**src/hdl/vn_pkg.sv**
```systemverilog
package vn_pkg;

    localparam int SQRT_STEPS = 20;
    localparam int DIV_STEPS  = 16;
    localparam logic [15:0] ONE_Q14 = 16'd16384;

    typedef struct packed {
        logic [30:0]        sx;
        logic [30:0]        sy;
        logic [30:0]        sz;
        logic signed [15:0] x;
        logic signed [15:0] y;
        logic signed [15:0] z;
    } vn_sqr_t;

    typedef struct packed {
        logic [39:0]        rad;
        logic [21:0]        rem;
        logic [19:0]        root;
        logic signed [15:0] x;
        logic signed [15:0] y;
        logic signed [15:0] z;
    } vn_sq_t;

    typedef struct packed {
        logic [19:0]        len;
        logic signed [15:0] x;
        logic signed [15:0] y;
        logic signed [15:0] z;
    } vn_rnd_t;

    typedef struct packed {
        logic [15:0] low;
        logic [20:0] part;
        logic [15:0] quo;
        logic        neg;
    } vn_lane_t;

    typedef struct packed {
        vn_lane_t [2:0] lane;
        logic [20:0]    dvs;
        logic [19:0]    len;
    } vn_dv_t;

    // one digit of the square root: two radicand bits in, one root bit out
    function automatic vn_sq_t vn_sqrt_step(vn_sq_t a);
        vn_sq_t      r;
        logic [23:0] cur;
        logic [23:0] trial;
        r     = a;
        cur   = {a.rem, a.rad[39:38]};
        trial = {2'b00, a.root, 2'b01};
        if (cur >= trial) begin
            r.rem  = 22'(cur - trial);
            r.root = {a.root[18:0], 1'b1};
        end else begin
            r.rem  = cur[21:0];
            r.root = {a.root[18:0], 1'b0};
        end
        r.rad = {a.rad[37:0], 2'b00};
        return r;
    endfunction

    // one quotient bit of the restoring division for each lane
    function automatic vn_dv_t vn_div_step(vn_dv_t a);
        vn_dv_t      r;
        logic [21:0] cur;
        r = a;
        for (int i = 0; i < 3; i++) begin
            cur = {a.lane[i].part, a.lane[i].low[15]};
            if (cur >= {1'b0, a.dvs}) begin
                r.lane[i].part = 21'(cur - {1'b0, a.dvs});
                r.lane[i].quo  = {a.lane[i].quo[14:0], 1'b1};
            end else begin
                r.lane[i].part = cur[20:0];
                r.lane[i].quo  = {a.lane[i].quo[14:0], 1'b0};
            end
            r.lane[i].low = {a.lane[i].low[14:0], 1'b0};
        end
        return r;
    endfunction

endpackage

```
**src/hdl/vn_pipe_reg.sv**
```systemverilog
module vn_pipe_reg #(
    parameter int W = 8
) (
    input  logic         aclk,
    input  logic         aresetn,
    input  logic         in_valid,
    output logic         in_ready,
    input  logic [W-1:0] in_data,
    output logic         out_valid,
    input  logic         out_ready,
    output logic [W-1:0] out_data
);

    logic         valid_reg;
    logic [W-1:0] data_reg;

    // load when empty or when the word below moves on
    assign in_ready  = !valid_reg || out_ready;
    assign out_valid = valid_reg;
    assign out_data  = data_reg;

    always_ff @(posedge aclk) begin
        if (!aresetn) begin
            valid_reg <= 1'b0;
        end else if (in_ready) begin
            valid_reg <= in_valid;
        end
    end

    always_ff @(posedge aclk) begin
        if (in_ready && in_valid) begin
            data_reg <= in_data;
        end
    end

endmodule

```
**src/hdl/vn_sqrt.sv**
```systemverilog
module vn_sqrt (
    input  logic           aclk,
    input  logic           aresetn,
    input  logic           in_valid,
    output logic           in_ready,
    input  vn_pkg::vn_sq_t in_data,
    output logic           out_valid,
    input  logic           out_ready,
    output vn_pkg::vn_sq_t out_data
);
    import vn_pkg::*;

    vn_sq_t d [0:SQRT_STEPS];
    vn_sq_t n [0:SQRT_STEPS-1];
    logic   v [0:SQRT_STEPS];
    logic   r [0:SQRT_STEPS];

    assign d[0]     = in_data;
    assign v[0]     = in_valid;
    assign in_ready = r[0];
    assign r[SQRT_STEPS] = out_ready;
    assign out_valid = v[SQRT_STEPS];
    assign out_data  = d[SQRT_STEPS];

    for (genvar i = 0; i < SQRT_STEPS; i++) begin : g_step
        assign n[i] = vn_sqrt_step(d[i]);
        vn_pipe_reg #(.W($bits(vn_sq_t))) u_reg (
            .aclk(aclk), .aresetn(aresetn),
            .in_valid(v[i]), .in_ready(r[i]), .in_data(n[i]),
            .out_valid(v[i+1]), .out_ready(r[i+1]), .out_data(d[i+1])
        );
    end

endmodule

```
**config.mk**
```make
export PLATFORM = sky130hd
export DESIGN_NAME = vn_sqrt
export DESIGN_NICKNAME = d
export VERILOG_FILES = /design/src/hdl/vn_pkg.sv /design/src/hdl/vn_pipe_reg.sv /design/src/hdl/vn_sqrt.sv
export SDC_FILE = /design/constraint.sdc
export NUM_CORES = 2
export LEC_CHECK = 0
export ABC_CLOCK_PERIOD_IN_PS = 11630
export BUFFER_PORTS_ARGS = -buffer_cell sky130_fd_sc_hd__buf_2
export CORE_MARGIN = 5
export CORE_UTILIZATION = 55
export CTS_BUF_LIST = sky130_fd_sc_hd__clkbuf_8
export DETAILED_ROUTE_END_ITERATION = 8
export PLACE_DENSITY = 0.75
export SYNTH_ARGS = -nofsm -noshare
export SYNTH_HDL_FRONTEND = slang
export SYNTH_SLANG_ARGS = --single-unit
```
**constraint.sdc**
```tcl
create_clock -name aclk -period 11.63 [get_ports aclk]
set_clock_uncertainty 0.1 [all_clocks]
set_input_delay 0.5815 -clock aclk [delete_from_list [all_inputs] [get_ports aclk]]
set_output_delay 0.5815 -clock aclk [all_outputs]
set_load 0.1 [all_outputs]
```
==> impl_metrics.tcl <==
set metrics [dict create \
    root_buffer "clkbuf_8" \
    clk-insertion-delay-late_ns 1.03 \
    synth_warnings 0 \
    drive_gt1_share_pct 12.6 \
    cts_resized 0 \
    wl_met3_um 7110 \
    dp_slack_ns 6.65 \
    routabilityCongestion 0.894 \
    synth-adder-area-share_pct 5.94 \
    rows 150 \
    synth_area_mm2 0.0927 \
    cts_sinks 2200 \
    wl_met1_um 62700 \
    cp_max_fo 6 \
    synth-async-reset-ratio_pct 0 \
    ys.flop_type "edfxtp_1" \
    cts_buffer_depth 4 \
    io-pin-count 266 \
    wl_um 163000 \
    status "complete, no violations" \
    finalHoldViolCount 0 \
    yosysTopAreaCell "edfxtp_1" \
    die_w_um 421 \
    synth_top_family_by_area "compound AO/OA/AOI/OAI gates" \
    fin_ws_ns 6.34 \
    ys_ff_latch 2200 \
    synth_area_leaders "edfxtp_1, ha_1, o21ai_0, inv_1, a21oi_1" \
    tightestPinTransition_ns 1.13 \
    synth_xor_xnor_area_share_pct 3.62 \
    dpl_cell_area_mm2 0.0961 \
    fin_tns_setup_ns 0 \
    avgSynthCellArea_um2 14.8 \
    io_buffers 225 \
    place_hpwl_um 116000 \
    ir_drop_mv 0.124 \
    drt_pass1_iterations 6 \
    syn_inst 6247 \
    fin_crit_sh_pct 45.5 \
    numCtsBuffers 353 \
    crit_required_ns 10.95 \
    netlist.area_leader.share_pct 70.6 \
    drt_iter0_drc 3262 \
    die_h_um 421 \
    grt_usage_pct 18.5 \
    hold_path.class "in -> reg" \
    synth_cell_types 84 \
    finish.net_count 7417 \
    start_kind "register" \
    endpoint_kind "primary output" \
    start_util_pct 55.4 \
    cts_tree "yes" \
    leakagePower_nw 38.5 \
    postLayoutCellArea_mm2 0.104 \
    vias 49700 \
    htree_levels 5 \
    post-route-drc-count 0 \
    wl_met2_um 86000 \
    routedWlPerCell_um 17.5 \
    grt_first_pass_wirelength_um 261000 \
    synth_compound_area_share_pct 8.69 \
    synth_edf_count 2180 \
    dieArea_mm2 0.177 \
    synth-simple-area-share_pct 5.30 \
    r2r_slack_ns 6.93 \
    crit_type "reg -> out" \
    slew-limit-headroom_pct 24.5 \
    grt.overflow.total 0 \
    vias_per_cell 5.34 \
    arrival_ns 4.61 \
    power.total_w 0.0152 \
    path_clk_slew_ns 0.06 \
    cellPowerDensity_mw_per_mm2 147 \
    core_region_area_mm2 0.167 \
    antenna_found_initial 2 \
    rsz0062_at_grt "no" \
    grt_pass1_vias 50700 \
    area_growth_pct 11.7 \
    setup-violations-final 0 \
    period_minus_slack_ns 5.29 \
    fmax_ghz 0.189 \
    grt_max_degree 77 \
    synthMuxAreaShare_pct 1.85 \
    top_layer "met4" \
    drv_cap 0 \
    ant_nets 0 \
    final_max_slew_viol_count 0 \
    yosysSeqAreaShare_pct 71.0 \
]
## layout make-up
class,instances,area (um2)
Fill cell,11800,63800
Sequential cell,2200,65900
Multi-Input combinational cell,3349,23900
Antenna cell,2,5.00
Timing Repair Buffer,412,2860
Tap cell,2204,2760
Clock buffer,362,4980
Inverter,527,1980
Clock inverter,247,1210
## worst paths after layout
kind                                 from                            to  depth (start not counted)
max reg2reg    g_step[19].u_reg.out_valid  g_step[0].u_reg.out_data[75]                         10
max            g_step[19].u_reg.out_valid                      in_ready                          9
min reg2reg  g_step[11].u_reg.out_data[3]  g_step[12].u_reg.out_data[3]                          0
min                           in_data[67]  g_step[0].u_reg.out_data[89]                          5
## cells in the mapped netlist, drive strengths merged (8+ instances only)
master,instances
and4,23
nor3,76
inv,527
nand4,49
mux2i,19
mux2,130
buf,170
a21boi,15
o21ai,409
and2,18
o211ai,16
nand3b,9
nor2b,54
o21a,73
xnor2,208
a211oi,18
o2111ai,11
o31a,13
a221oi,13
nor2,224
a21oi,364
nand2,390
or3,14
dfxtp,20
ha,440
o31ai,26
and3,36
a31oi,24
nand3,40
a2111oi,18
a31o,13
edfxtp,2180
o21bai,47
nand2b,64
clkbuf,40
xor2,175
nor4,22
a21o,172
o41ai,8
## cells by family (layout without fill, tap and decap cells)
group,count (synthesis),count (layout)
adder cells (fa/ha/maj),440,440
other,1,42
multiplexers,149,149
AO/OA/AOI/OAI,1300,1300
buffers and inverters,737,1548
flip-flops,2200,2200
XOR/XNOR,383,383
AND/OR/NAND/NOR,1037,1037
## metal layers
layer  GRT usage [%]  up-vias
li1                -    24400
met5               0        -
met2            33.8     1181
met4            8.54        0
met1            21.1    23700
met3            3.43      393
## layout by cell type (no fill, tap or decap), types with 20 or more instances in the layout
master,instances
inv_1,634
edfxtp_1,2180
o31ai_1,25
ha_1,440
nor3_1,76
nor2_1,223
nor4_1,22
a21oi_1,362
mux2_2,114
dlygate4sd3_1,131
xor2_1,175
a21o_1,172
clkbuf_8,362
nand2_1,390
nor2b_1,43
dfxtp_1,20
o21bai_1,47
and4_1,23
and3_1,36
clkinv_1,81
nand2b_1,64
o21a_1,72
buf_2,225
xnor2_1,208
o21ai_0,400
conb_1,40
nand3_1,40
nand4_1,49
buf_4,56
clkinv_2,43
## worst max-delay path: stages (launching register included)
cell	delay, ns
dfxtp_1	0.32
nor2b_1	0.48
and3_1	0.43
and3_1	0.42
and3_1	0.35
and3_1	0.29
and2_1	0.34
and3_1	0.50
nand3_1	0.15
buf_2	0.32
## registers in the layout, indices dropped and copies added, names as in the netlist
name,flops
g_step.u_reg.out_data,2180
g_step.u_reg.out_valid,20
## power by group
part	switching (W)	leakage, nW	internal [W]
combinational	0.000368	15.0	0.000245
sequential	0.0000345	19.9	0.00874
clock	0.00279	3.58	0.00303
## per-stage QoR
step	std cells	hold WS, ns	utilization (%)
final	9303	0.177	61.9
after global routing	9303	0.111	61.9
after CTS	9301	0.0419	61.9
after detailed placement	8561	0.305	57.4
after global placement	8561	0.301	57.4
after floorplan	6286	0.300	-
## timing repair
| action | in CTS | in global routing |
|---|---|---|
| buffers inserted | 0 | 0 |
| endpoints found under the hold margin | 147 | 0 |
| hold buffers | 131 | 0 |
Note: power is estimated with default switching activity, not from simulation.
