--- config.mk ---
export PLATFORM = sky130hd
export DESIGN_NAME = vn_pipe_reg
export DESIGN_NICKNAME = d
export VERILOG_FILES = /design/src/hdl/vn_pipe_reg.sv
export SDC_FILE = /design/constraint.sdc
export NUM_CORES = 1
export LEC_CHECK = 0
export ABC_AREA = 1
export ABC_CLOCK_PERIOD_IN_PS = 1200
export BUFFER_PORTS_ARGS = -buffer_cell sky130_fd_sc_hd__buf_2
export CORE_AREA = 2 2 39 41
export DETAILED_ROUTE_END_ITERATION = 12
export DIE_AREA = 0 0 41 43
export GPL_TIMING_DRIVEN = 0
export PLACE_DENSITY = 0.61
export SLEW_MARGIN = 10
export SYNTH_ARGS = -nofsm -noshare
export SYNTH_HDL_FRONTEND = slang
export SYNTH_SLANG_ARGS = --single-unit
--- constraint.sdc ---
create_clock -name aclk -period 1.2 [get_ports aclk]
set_input_delay 0.3 -clock aclk [delete_from_list [all_inputs] [get_ports aclk]]
set_output_delay 0.3 -clock aclk [all_outputs]
set_load 0.02 [all_outputs]
--- src/hdl/vn_pipe_reg.sv ---
module vn_pipe_reg #(
    parameter int W = 8
) (
    input  logic         aclk,
    input  logic         aresetn,
    input  logic         in_valid,
    output logic         in_ready,
    input  logic [W-1:0] in_data,
    output logic         out_valid,
    input  logic         out_ready,
    output logic [W-1:0] out_data
);

    logic         valid_reg;
    logic [W-1:0] data_reg;

    // load when empty or when the word below moves on
    assign in_ready  = !valid_reg || out_ready;
    assign out_valid = valid_reg;
    assign out_data  = data_reg;

    always_ff @(posedge aclk) begin
        if (!aresetn) begin
            valid_reg <= 1'b0;
        end else if (in_ready) begin
            valid_reg <= in_valid;
        end
    end

    always_ff @(posedge aclk) begin
        if (in_ready && in_valid) begin
            data_reg <= in_data;
        end
    end

endmodule

==> impl_metrics.toml, run 1 <==
[grt]
grt_pass1_vias = 187
antenna_found_initial = 0
grt_pass1_wl_um = 779
grt_max_degree = 9
overflow = 0
track_usage_pct = 7.54

[setup_path]
reg2reg_from = "out_valid$_SDFFE_PN0P_"
worstPathMaxFanout = 3
r2r_cells = 1
endpoint = "in_ready"
startpoint = "out_valid$_SDFFE_PN0P_"
cp.required_ns = 0.90
start_kind = "flip-flop"
crit_type = "flip-flop to output pin"
cp-end-kind = "output pin"
arrival_ns = 0.83
r2r_slack_ns = 0.13
reg2reg_to = "out_data[0]$_DFFE_PP_"

[clock_network]
cts_made_buffers = 3
clkTransAtPathRegs_ns = 0.06
ctsLongestPathBuffers = 2
cts_tree = "yes"
cts_setup_buffers = 0
cts_max_level = 1
ctsRootBufferMaster = "clkbuf_4"
clkLatencyLatePin_ns = 0.26
cts_sinks = 9

[synthesis]
synth_area_per_cell_um2 = 19.4
yosysUniqueCellTypes = 7
netlist_area_um2 = 292
netlist_instances = 15
synth_nets = 27
ys_ff_latch = 9
seq_area_frac_synth_pct = 89.3
ys_warn_count = 0

[power]
p_leak_nw = 0.203
ir_drop_mv = 0.414
pwr_density_cell_mw_per_mm2 = 1500

[timing]
worstMarginPinSlew_ns = 0.446
finClkSkew_ns = 0.00353
setup_slack_ns = 0.0724
slew_viol_final = 0
finalCritPeriodShare_pct = 94.0
hold_viol_final = 0
finalCriticalPeriod_ns = 1.13
slew_headroom_pct = 70.3
tns_ns = 0
setup_viol = 0
maxClockFrequency_mhz = 887
rsz0062_at_grt = "no"

[floorplanning]
start_util_pct = 21.1
dieArea_mm2 = 0.00176
core_mm2 = 0.00138
dieWidth_um = 41
fp.dieH_um = 43
rows = 14
ios = 22

[drt]
initialDrtViolationCount = 2
dr_total_vias = 211
routed_via_density = 3.77
ant_nets = 0
totalWireLength_um = 582
firstDrtPassIters = 4
wire_per_inst_um = 10.4
drcViolationCount = 0

[finish]
fill_cells = 149
layout-drive-gt1-share_pct = 72.5
final_cell_area_um2 = 448
nNetsFinal = 53
n_antenna_cell = 0
fin_cells = 56
area_delta_synth_final_pct = 53.6
final_util_pct = 32.4

[place]
dp_slack_ns = 0.0206
dpl_cell_area_um2 = 420
gp_congestion = 0.625
dp_cells = 52
port_buffers = 21

[min_path]
hp-class = "primary input to flip-flop"

[run]
drv_cap = 0

[outcome]
status = "finished clean"
## how the worst min path moves through the flow
stage,startpoint,to,cells after the start
6_report,in_data[7],out_data[7]$_DFFE_PP_,1
5_1_grt,in_data[7],out_data[7]$_DFFE_PP_,1
4_1_cts,in_data[7],out_data[7]$_DFFE_PP_,1
3_5_place_dp,in_data[7],out_data[7]$_DFFE_PP_,1
3_3_place_gp,in_data[6],out_data[6]$_DFFE_PP_,1
2_1_floorplan,in_data[0],out_data[0]$_DFFE_PP_,0
## placed cells by master, fill, tap and decap left out
master / instances
a21oi_2: 2
buf_2: 21
clkbuf_1: 1
clkbuf_4: 3
dfxtp_2: 1
edfxtp_1: 8
inv_1: 2
inv_2: 1
nand2_2: 1
## per-layer routing
layer	share of wire [%]	track usage [%]	vias up
met3	18	5.76	2
met4	0.86	8.00	0
met5	0	0	-
met1	49	9.80	84
li1	-	-	101
met2	32	6.88	24
## cells in the mapped netlist
cell type,n,area [µm²]
edfxtp_1,8,240
inv_1,2,7.51
a21oi_1,1,5.00
a21oi_2,1,8.76
dfxtp_1,1,20.0
inv_2,1,3.75
nand2_2,1,6.26
## final cells by class
cell class | count | area, µm² | area share (%)
sequential | 9 | 262 | 58.4
inverter | 3 | 11.3 | 2.51
tap | 16 | 20.0 | 4.47
multi-input combinational | 3 | 23.8 | 5.31
clock buffer | 4 | 26.3 | 5.87
timing repair buffer | 21 | 105 | 23.5
## stage by stage
step,total power [W],hold slack (ns)
final,0.000671,0.216
after global routing,0.000706,0.198
after CTS,0.000686,0.203
after floorplan,0.000414,0.399
after detailed placement,0.000452,0.478
after global placement,0.000451,0.479
## registers in the layout, summed over array words and instances (netlist names)
signal	count
out_data	8
out_valid	1
## where the power goes
group | internal, W | switching (W)
Combinational | 0.0000287 | 0.0000468
Clock | 0.000128 | 0.0000988
Sequential | 0.000363 | 0.00000611
Total | 0.000520 | 0.000152
## cells by family (layout without fill, tap and decap cells)
kind of cell           after synthesis  count (layout)  share of synthesized area, %
AO/OA/AOI/OAI                        2               2                          4.72
flip-flops                           9               9                          89.3
buffers and inverters                3              28                          3.86
AND/OR/NAND/NOR                      1               1                          2.15
## critical path: stages, from the launching register on
cell     delay, ns
dfxtp_2       0.36
nand2_2       0.07
buf_2         0.15
## what timing repair did
action / 4_1_cts / 5_1_grt
hold buffers: 0 / 0
gates resized for setup: 0 / 1
hold endpoints to repair: 0 / 0
endpoints found under the setup margin: 0 / 1
(Power assumes the default switching activity.)
==> inputs of run 2 (changes only) <==
--- a/config.mk
+++ b/config.mk
@@ -6,13 +6,13 @@
 export NUM_CORES = 1
 export LEC_CHECK = 0
 export ABC_AREA = 1
-export ABC_CLOCK_PERIOD_IN_PS = 1200
+export ABC_CLOCK_PERIOD_IN_PS = 1400
 export BUFFER_PORTS_ARGS = -buffer_cell sky130_fd_sc_hd__buf_2
 export CORE_AREA = 2 2 39 41
 export DETAILED_ROUTE_END_ITERATION = 12
 export DIE_AREA = 0 0 41 43
 export GPL_TIMING_DRIVEN = 0
-export PLACE_DENSITY = 0.61
+export PLACE_DENSITY = 0.59
 export SLEW_MARGIN = 10
 export SYNTH_ARGS = -nofsm -noshare
 export SYNTH_HDL_FRONTEND = slang
==> constraint.sdc (replaced) <==
create_clock -name aclk -period 1.4 [get_ports aclk]
set_input_delay 0.35 -clock aclk [delete_from_list [all_inputs] [get_ports aclk]]
set_output_delay 0.35 -clock aclk [all_outputs]
set_load 0.02 [all_outputs]
==> run 2 against run 1 <==
Net effect: design area down 0.28%; critical path depth unchanged; wire length down 2.4%; sequential cell count unchanged; critical endpoint unchanged; highest routed layer is now met3.
==> impl_metrics.toml, run 2 (same netlist as run 1, synthesis figures left out) <==
[outcome]
status = "finished clean"

[clock_network]
cts_made_buffers = 3
clkLatencyLatePin_ns = 0.25
cts_hold_buf = 0
clkTransAtPathRegs_ns = 0.06
cts-resized-gates = 0
ctsLongestPathBuffers = 2
cts_sinks = 9
cts_tree = "yes"
cts_max_level = 1
ctsRootBufferMaster = "clkbuf_4"
cts_setup_buffers = 0

[power]
p_total_w = 0.000570
ir_drop_mv = 0.595
p_leak_nw = 0.203
pwr_density_cell_mw_per_mm2 = 1280

[setup_path]
cp-end-kind = "output pin"
crit_type = "flip-flop to output pin"
reg2reg_from = "out_valid$_SDFFE_PN0P_"
slowest_delay_ns = 0.39
r2r_slack_ns = 0.31
crit_chain = "nand2_2 > buf_2"
path_delay_family = "flip-flops"
reg2reg_to = "out_data[2]$_DFFE_PP_"
cpMaxStageDelayCell = "dfxtp_1"
worstPathMaxFanout = 3
critPathBufInv = 1
arrival_ns = 0.88
cp.required_ns = 1.05
r2r_cells = 1
start_kind = "flip-flop"

[floorplanning]
dieWidth_um = 41
fp.dieH_um = 43
core_mm2 = 0.00138
rows = 14
start_util_pct = 21.1
ios = 22
dieArea_mm2 = 0.00176

[grt]
overflow = 0
grt_pass1_vias = 176
track_usage_pct = 7.77
antenna_found_initial = 0
grt_max_degree = 9
grt_pass1_wl_um = 814

[drt]
drcViolationCount = 0
ant_nets = 0
routed_via_density = 3.61
wire_per_inst_um = 10.1
firstDrtPassIters = 2
totalWireLength_um = 568
initialDrtViolationCount = 4
dr_total_vias = 202

[timing]
rsz0062_at_grt = "no"
finalCritPeriodShare_pct = 88.0
worstMarginPinSlew_ns = 0.460
finalCriticalPeriod_ns = 1.23
slew_viol_final = 0
setup_slack_ns = 0.168
maxClockFrequency_mhz = 812
hold-worst-slack_ns = 0.272
finClkSkew_ns = 0.000471
slew_headroom_pct = 69.3
setup_viol = 0
hold_viol_final = 0

[min_path]
min-delay-start = "in_data[1]"
hold_path_depth = 1
hp-class = "primary input to flip-flop"
whs_endpoint = "out_data[1]$_DFFE_PP_"

[run]
drv_cap = 0

[finish]
nNetsFinal = 53
multi_input_area_um2 = 23.8
largest_register_ffs = 8
fill_cells = 134
fin_cells = 56
n_antenna_cell = 0
area_delta_synth_final_pct = 53.2
layout_common_cells = "buf_2, edfxtp_1, clkbuf_4"
seqCellArea_um2 = 260
final_common_cell = "buf_2"
layout-drive-gt1-share_pct = 70.0
final_cell_area_um2 = 447

[place]
dp_slack_ns = -0.0369
dp_cells = 52
gp_congestion = 0.645
port_buffers = 21
dpl_cell_area_um2 = 417
-- run 2: cell counts in the layout (fill, tap and decap cells not counted) --
Identical to the previous run, type by type.
-- run 2: area by class of cell --
| type | count | area share, % |
|---|---|---|
| sequential | 9 | 58.3 |
| clock buffer | 4 | 5.88 |
| multi-input combinational | 3 | 5.32 |
| tap | 16 | 4.48 |
| timing repair buffer | 21 | 23.5 |
| inverter | 3 | 2.52 |
-- run 2: per-layer routing --
metal	vias up	GRT usage, %	routed length (µm)
li1	101	-	-
met1	77	10.6	243
met2	24	6.56	205
met3	0	9.42	120
met4	0	4.00	0
met5	-	0	0
-- run 2: worst max-delay path by stage --
stage / startpoint / cells after the start / slack [ns] / endpoint
after global routing: out_valid$_SDFFE_PN0P_ / 2 / 0.12 / in_ready
after global placement: in_valid / 3 / -0.02 / out_data[2]$_DFFE_PP_
after detailed placement: in_valid / 3 / -0.04 / out_data[2]$_DFFE_PP_
after CTS: out_valid$_SDFFE_PN0P_ / 1 / 0.08 / out_data[7]$_DFFE_PP_
final: out_valid$_SDFFE_PN0P_ / 2 / 0.17 / in_ready
after floorplan: out_valid$_SDFFE_PN0P_ / 1 / 0.15 / out_data[0]$_DFFE_PP_
-- run 2: metrics by stage --
step                      TNS (ns)  util, %
final                            0     32.3
after detailed placement    -0.294     30.1
after global placement      -0.138     30.1
after CTS                        0     32.0
after global routing             0     32.3
after floorplan                  0        -
-- run 2: where the power goes --
| group | switching (W) | internal (W) |
|---|---|---|
| Sequential | 0.00000555 | 0.000311 |
| Clock | 0.0000800 | 0.000109 |
| Combinational | 0.0000401 | 0.0000246 |
