==> config.mk <==
export PLATFORM = sky130hd
export DESIGN_NAME = vn_div
export DESIGN_NICKNAME = d
export VERILOG_FILES = /design/src/hdl/vn_pkg.sv /design/src/hdl/vn_pipe_reg.sv /design/src/hdl/vn_div.sv
export SDC_FILE = /design/constraint.sdc
export NUM_CORES = 2
export LEC_CHECK = 0
export ABC_AREA = 1
export CORE_AREA = 3 3 559 561
export DETAILED_ROUTE_END_ITERATION = 6
export DIE_AREA = 0 0 562 564
export DONT_BUFFER_PORTS = 1
export PLACE_DENSITY_LB_ADDON = 0.25
export SLEW_MARGIN = 15
export SYNTH_ARGS = -nofsm -noshare
export SYNTH_HDL_FRONTEND = slang
export SYNTH_SLANG_ARGS = --single-unit
==> constraint.sdc <==
create_clock -name aclk -period 10.24 [get_ports aclk]
set_input_delay 0.512 -clock aclk [delete_from_list [all_inputs] [get_ports aclk]]
set_output_delay 0.512 -clock aclk [all_outputs]
set_load 0.1 [all_outputs]
==> src/hdl/vn_pkg.sv <==
package vn_pkg;

    localparam int SQRT_STEPS = 20;
    localparam int DIV_STEPS  = 16;
    localparam logic [15:0] ONE_Q14 = 16'd16384;

    typedef struct packed {
        logic [30:0]        sx;
        logic [30:0]        sy;
        logic [30:0]        sz;
        logic signed [15:0] x;
        logic signed [15:0] y;
        logic signed [15:0] z;
    } vn_sqr_t;

    typedef struct packed {
        logic [39:0]        rad;
        logic [21:0]        rem;
        logic [19:0]        root;
        logic signed [15:0] x;
        logic signed [15:0] y;
        logic signed [15:0] z;
    } vn_sq_t;

    typedef struct packed {
        logic [19:0]        len;
        logic signed [15:0] x;
        logic signed [15:0] y;
        logic signed [15:0] z;
    } vn_rnd_t;

    typedef struct packed {
        logic [15:0] low;
        logic [20:0] part;
        logic [15:0] quo;
        logic        neg;
    } vn_lane_t;

    typedef struct packed {
        vn_lane_t [2:0] lane;
        logic [20:0]    dvs;
        logic [19:0]    len;
    } vn_dv_t;

    // one digit of the square root: two radicand bits in, one root bit out
    function automatic vn_sq_t vn_sqrt_step(vn_sq_t a);
        vn_sq_t      r;
        logic [23:0] cur;
        logic [23:0] trial;
        r     = a;
        cur   = {a.rem, a.rad[39:38]};
        trial = {2'b00, a.root, 2'b01};
        if (cur >= trial) begin
            r.rem  = 22'(cur - trial);
            r.root = {a.root[18:0], 1'b1};
        end else begin
            r.rem  = cur[21:0];
            r.root = {a.root[18:0], 1'b0};
        end
        r.rad = {a.rad[37:0], 2'b00};
        return r;
    endfunction

    // one quotient bit of the restoring division for each lane
    function automatic vn_dv_t vn_div_step(vn_dv_t a);
        vn_dv_t      r;
        logic [21:0] cur;
        r = a;
        for (int i = 0; i < 3; i++) begin
            cur = {a.lane[i].part, a.lane[i].low[15]};
            if (cur >= {1'b0, a.dvs}) begin
                r.lane[i].part = 21'(cur - {1'b0, a.dvs});
                r.lane[i].quo  = {a.lane[i].quo[14:0], 1'b1};
            end else begin
                r.lane[i].part = cur[20:0];
                r.lane[i].quo  = {a.lane[i].quo[14:0], 1'b0};
            end
            r.lane[i].low = {a.lane[i].low[14:0], 1'b0};
        end
        return r;
    endfunction

endpackage

==> src/hdl/vn_pipe_reg.sv <==
module vn_pipe_reg #(
    parameter int W = 8
) (
    input  logic         aclk,
    input  logic         aresetn,
    input  logic         in_valid,
    output logic         in_ready,
    input  logic [W-1:0] in_data,
    output logic         out_valid,
    input  logic         out_ready,
    output logic [W-1:0] out_data
);

    logic         valid_reg;
    logic [W-1:0] data_reg;

    // load when empty or when the word below moves on
    assign in_ready  = !valid_reg || out_ready;
    assign out_valid = valid_reg;
    assign out_data  = data_reg;

    always_ff @(posedge aclk) begin
        if (!aresetn) begin
            valid_reg <= 1'b0;
        end else if (in_ready) begin
            valid_reg <= in_valid;
        end
    end

    always_ff @(posedge aclk) begin
        if (in_ready && in_valid) begin
            data_reg <= in_data;
        end
    end

endmodule

==> src/hdl/vn_div.sv <==
module vn_div (
    input  logic           aclk,
    input  logic           aresetn,
    input  logic           in_valid,
    output logic           in_ready,
    input  vn_pkg::vn_dv_t in_data,
    output logic           out_valid,
    input  logic           out_ready,
    output vn_pkg::vn_dv_t out_data
);
    import vn_pkg::*;

    vn_dv_t d [0:DIV_STEPS];
    vn_dv_t n [0:DIV_STEPS-1];
    logic   v [0:DIV_STEPS];
    logic   r [0:DIV_STEPS];

    assign d[0]     = in_data;
    assign v[0]     = in_valid;
    assign in_ready = r[0];
    assign r[DIV_STEPS] = out_ready;
    assign out_valid = v[DIV_STEPS];
    assign out_data  = d[DIV_STEPS];

    for (genvar i = 0; i < DIV_STEPS; i++) begin : g_step
        assign n[i] = vn_div_step(d[i]);
        vn_pipe_reg #(.W($bits(vn_dv_t))) u_reg (
            .aclk(aclk), .aresetn(aresetn),
            .in_valid(v[i]), .in_ready(r[i]), .in_data(n[i]),
            .out_valid(v[i+1]), .out_ready(r[i+1]), .out_data(d[i+1])
        );
    end

endmodule

==> results <==
- The run finished with clean final reports.
- TritonCTS built the clock tree.
- The type of the worst setup path is flip-flop to flip-flop.
- The final routed wirelength across all metal layers is 394000 µm.
- The area fraction of the dominant cell type after synthesis is 53.8%.
- The number of warning messages in the yosys log is 0.
- After detailed routing, the average wire length per cell comes to 21.8 µm.
- The length of the first detailed-routing pass in iterations is 6.
- For this run, design rule violations remaining after detail routing come to 0.
- The final count of hold timing violations is 0.
- Measured against its own limit, the worst slew margin works out to 22.9%.
- The slowest stage cell on the critical path is sky130_fd_sc_hd__dfxtp_1.
- In this run the cell area of the synthesized design comes to 139000 µm².
- The type of element launching the critical path is a flip-flop.
- Internal power comes to 17.9 mW.
- The category of cells accounting for the largest share of critical-path delay is simple AND/OR/NAND/NOR gates.
- The worst path buffer plus inverter count is 2.
- 412 I/O pins were placed.
- Counting stages on the worst path, the most repeated cell is sky130_fd_sc_hd__nand4_4.
- The worst-case vdd ir drop is 0.132 mV.
- In this run, the clock network consumes 42.9% of the power.
- Of the cells placed in the final design, the portion with a size suffix greater than 1 is 5.32%.
- The power after layout is 23.4 mW.
- The most area-hungry cell type in the Yosys netlist is sky130_fd_sc_hd__edfxtp_1.
- The worst-case reg-to-reg path depth is 10.
- The required time at the endpoint of the critical path is 10640 ps.
- For the final routed database, the setup TNS stands at 0 ps.
- The total instance count after detailed placement is 17400.
- For this run the aggregate overflow at the end of global routing stands at 0.
- During placement, the flow inserted port buffers numbering 0.
- The clock-pin transition on the worst setup and hold timing paths is 60 ps.
- The number of antenna violations at the first check in global routing was 11.
- Once the floorplan was initialized, standard cells occupied 44.9% of the core.
- Setup repair after global routing left no endpoint under its margin.
- The setup slack of the critical path after layout is 6070 ps.
- Along the worst path, the maximum fanout reaches 141.
- The maximum clock frequency is 240 MHz.
- On the final layout, the worst clock skew is 79.6 ps.
- Prior to clock tree synthesis, the placed netlist has a worst setup slack of 6030 ps.
- Detailed placement ended at an HPWL of 313000 µm.
- The net switching power of the design is 5.50 mW.
- The detailed router's first-iteration violation count is 7739.
- The delay of the slowest cell on the worst path is 1020 ps.
- After layout, the minimum clock period comes to 4170 ps.
- The number of synthesized register bits is 2496.
- For the worst setup path, the data arrival time is 4570 ps.
- Setup violations remaining at the end of the flow were counted as 0.
- The via count of the first global-routing pass came to 93600.
- The via total after detailed routing is 96800.
- The final estimated routing congestion in global placement is 0.964.
- The endpoint with the worst hold slack is g_step[0].u_reg.out_data[123].
- The launch instance of the worst min-delay path is in_data[122].
- The tool flagged a number of max-cap violations equal to 0.
- The signal on the critical path passes through nand4_4, nor3_4, nand4_2, nor2_4, nand4_4, nor2_8, nand4_4, inv_1, nor2_4, buf_12.
- Clock tree synthesis found a total of 2496 sinks.
- The first global-routing pass estimated 579000 µm of wire.
- The post-detailed-route count of antenna-violating nets is 0.
- The die covers 317000 µm².
- The startpoint of the worst register-to-register path is g_step[15].u_reg.out_valid.
- Across all register-to-register paths, the minimum setup slack is 6070 ps.
- The core outline area is 308000 µm².
- The die width is 562 µm.
- The post-route core utilization is 49.5%.
- The height of the chip is 564 µm.
- The share of total power in sequential cells is 49.1%.
- The critical path runs through a total of 10 cells.
- Counting instances, the worst hold path has a depth of 3.
- The clock network latency to the later pin of the worst-skew pair is 920 ps.
- In this run, the combinational gates consume 8.0% of the power.
- In this run the critical register-to-register path is captured at g_step[0].u_reg.out_data[192].
- The number of nets in the finished design is 15000.
- The power density relative to cell area is 153 nW/µm².
- The filler cell count is 28600.
- The maximum number of pins on one net before global-route repair is 142.
- The share of the clock period used by the worst path is 40.7%.
- Post-CTS timing repair inserted 0 buffers for setup.
- The H-tree was split into 5 levels.
- CTS placed an instance of sky130_fd_sc_hd__clkbuf_16 at the clock tree root.
- The launching element of the worst setup path is g_step[15].u_reg.out_valid.
- Yosys mapped the design onto 39 distinct sky130hd cell types.
- The area growth from synthesis to layout is 10.1%.
- The per-instance average area after synthesis is 10.2 µm².
- The final cell count without fillers is 18100.
- The portion of the post-synthesis area used by sequential elements is 54.0%.
- The worst setup path is captured at a flip-flop.
- The TritonCTS buffer count is 288.
- Counting every instance in the synthesized netlist gives 13600.
- Yosys attributes the largest share of cell area to sky130_fd_sc_hd__edfxtp_1 (54%), sky130_fd_sc_hd__ha_1 (9.1%), sky130_fd_sc_hd__a21oi_1 (7.4%).
- The max-slew violation count was 0.
- The worst hold path belongs to the class primary input to flip-flop.
- The largest buffer count on any clock path is 4.
- In this run switching power makes up 23.5% of total power.
- The total number of placement rows is 204.
- The total routing usage reported by global routing is 24.2%.
- The analysis attributes to cell leakage a power of 59.7 nW.
- At the pin with the least slew margin, the transition time is 1160 ps.
- After detailed routing, the number of vias per cell comes to 5.36.
[power by group through the flow]
stage / registers (mW) / logic (mW) / clock network (mW)
after floorplan: 11.7 / 1.42 / 0
after global placement: 11.7 / 1.79 / 0
after detailed placement: 11.7 / 1.79 / 0
after CTS: 11.5 / 1.86 / 10.3
after global routing: 11.5 / 2.09 / 10.7
final: 11.5 / 1.87 / 10.0
[stage by stage]
step,hold WS [ps],area (µm²)
6_report,89.2,153000
5_1_grt,86.2,152000
4_1_cts,16.6,152000
3_5_place_dp,405,142000
3_3_place_gp,401,142000
2_1_floorplan,400,139000
[final cells by class]
class / count / area [µm²] / share of cell area [%]
Sequential cell: 2496 / 74800 / 49.0
Multi-Input combinational cell: 9637 / 57200 / 37.5
Clock buffer: 340 / 7530 / 4.94
Tap cell: 4120 / 5150 / 3.38
Inverter: 1093 / 4150 / 2.72
Timing Repair Buffer: 194 / 1910 / 1.25
Clock inverter: 177 / 1750 / 1.15
Antenna cell: 6 / 15.0 / 0.00985
[kinds of logic after synthesis]
family	Yosys count	synth area share [%]
adder cells (fa/ha/maj)	1056	9.80
AO/OA/AOI/OAI	3156	12.3
buffers and inverters	1489	4.88
AND/OR/NAND/NOR	4610	14.2
flip-flops	2496	54.0
XOR/XNOR	767	4.85
other	1	0.00271
[how the worst max path moves through the flow]
stage,endpoint
finish,g_step[0].u_reg.out_data[192]
global route,g_step[9].u_reg.out_data[200]
CTS,g_step[9].u_reg.out_data[200]
detailed placement,g_step[9].u_reg.out_data[3]
global placement,g_step[9].u_reg.out_data[17]
floorplan,g_step[8].u_reg.out_data[0]
[worst min-delay path, cell delays in order]
cell	delay (ps)
sky130_fd_sc_hd__ha_1	170
sky130_fd_sc_hd__xor2_1	80
sky130_fd_sc_hd__a21oi_1	120
[cell usage in the layout, fill, tap and decap left out, drive strengths merged]
master / Yosys / routed
nand3: 376 / 376
clkinv: 0 / 123
dlygate4sd3: 0 / 155
clkbuf: 0 / 340
nor2: 1742 / 1742
nor4: 140 / 140
nand4: 183 / 183
o21ai: 769 / 769
edfxtp: 2480 / 2480
bufinv: 0 / 22
fa: 48 / 48
nand3b: 116 / 116
dfxtp: 16 / 16
a211oi: 1 / 1
diode: 0 / 6
buf: 396 / 39
xor2: 313 / 313
clkinvlp: 0 / 20
a31oi: 27 / 27
xnor2: 454 / 454
a31o: 26 / 26
ha: 1008 / 1008
a21oi: 2084 / 2084
o21a: 47 / 47
conb: 1 / 48
a21o: 202 / 202
nand2: 1949 / 1949
or2: 44 / 44
nor3: 60 / 60
inv: 1093 / 1105
[Yosys cell counts (all sizes together)]
cell	number
buf	396
nand4	183
xor2	313
fa	48
nor3	60
a21oi	2084
nand2	1949
edfxtp	2480
o21ai	769
ha	1008
conb	1
nand3b	116
inv	1093
or2	44
o21a	47
a211oi	1
nor4	140
xnor2	454
nor2	1742
dfxtp	16
a31o	26
a31oi	27
a21o	202
nand3	376
[registers in the layout, indices dropped and copies added, names as in the netlist]
name and cells:
g_step.u_reg.out_valid 16, g_step.u_reg.out_data 2480
[timing repair]
action,in CTS,in global routing
gates resized for setup,0,0
endpoints found under the setup margin,0,0
hold buffers,155,0
endpoints found under the hold margin,159,0
[metal layers]
layer / track usage (%) / up-vias / part of all wire [%]
li1: - / 48300 / -
met5: 0 / - / 0.0033
met3: 3.12 / 661 / 4.8
met1: 31.3 / 45500 / 43
met4: 11.8 / 2 / 5.6
met2: 40.3 / 2366 / 47
(Power assumes the default switching activity.)
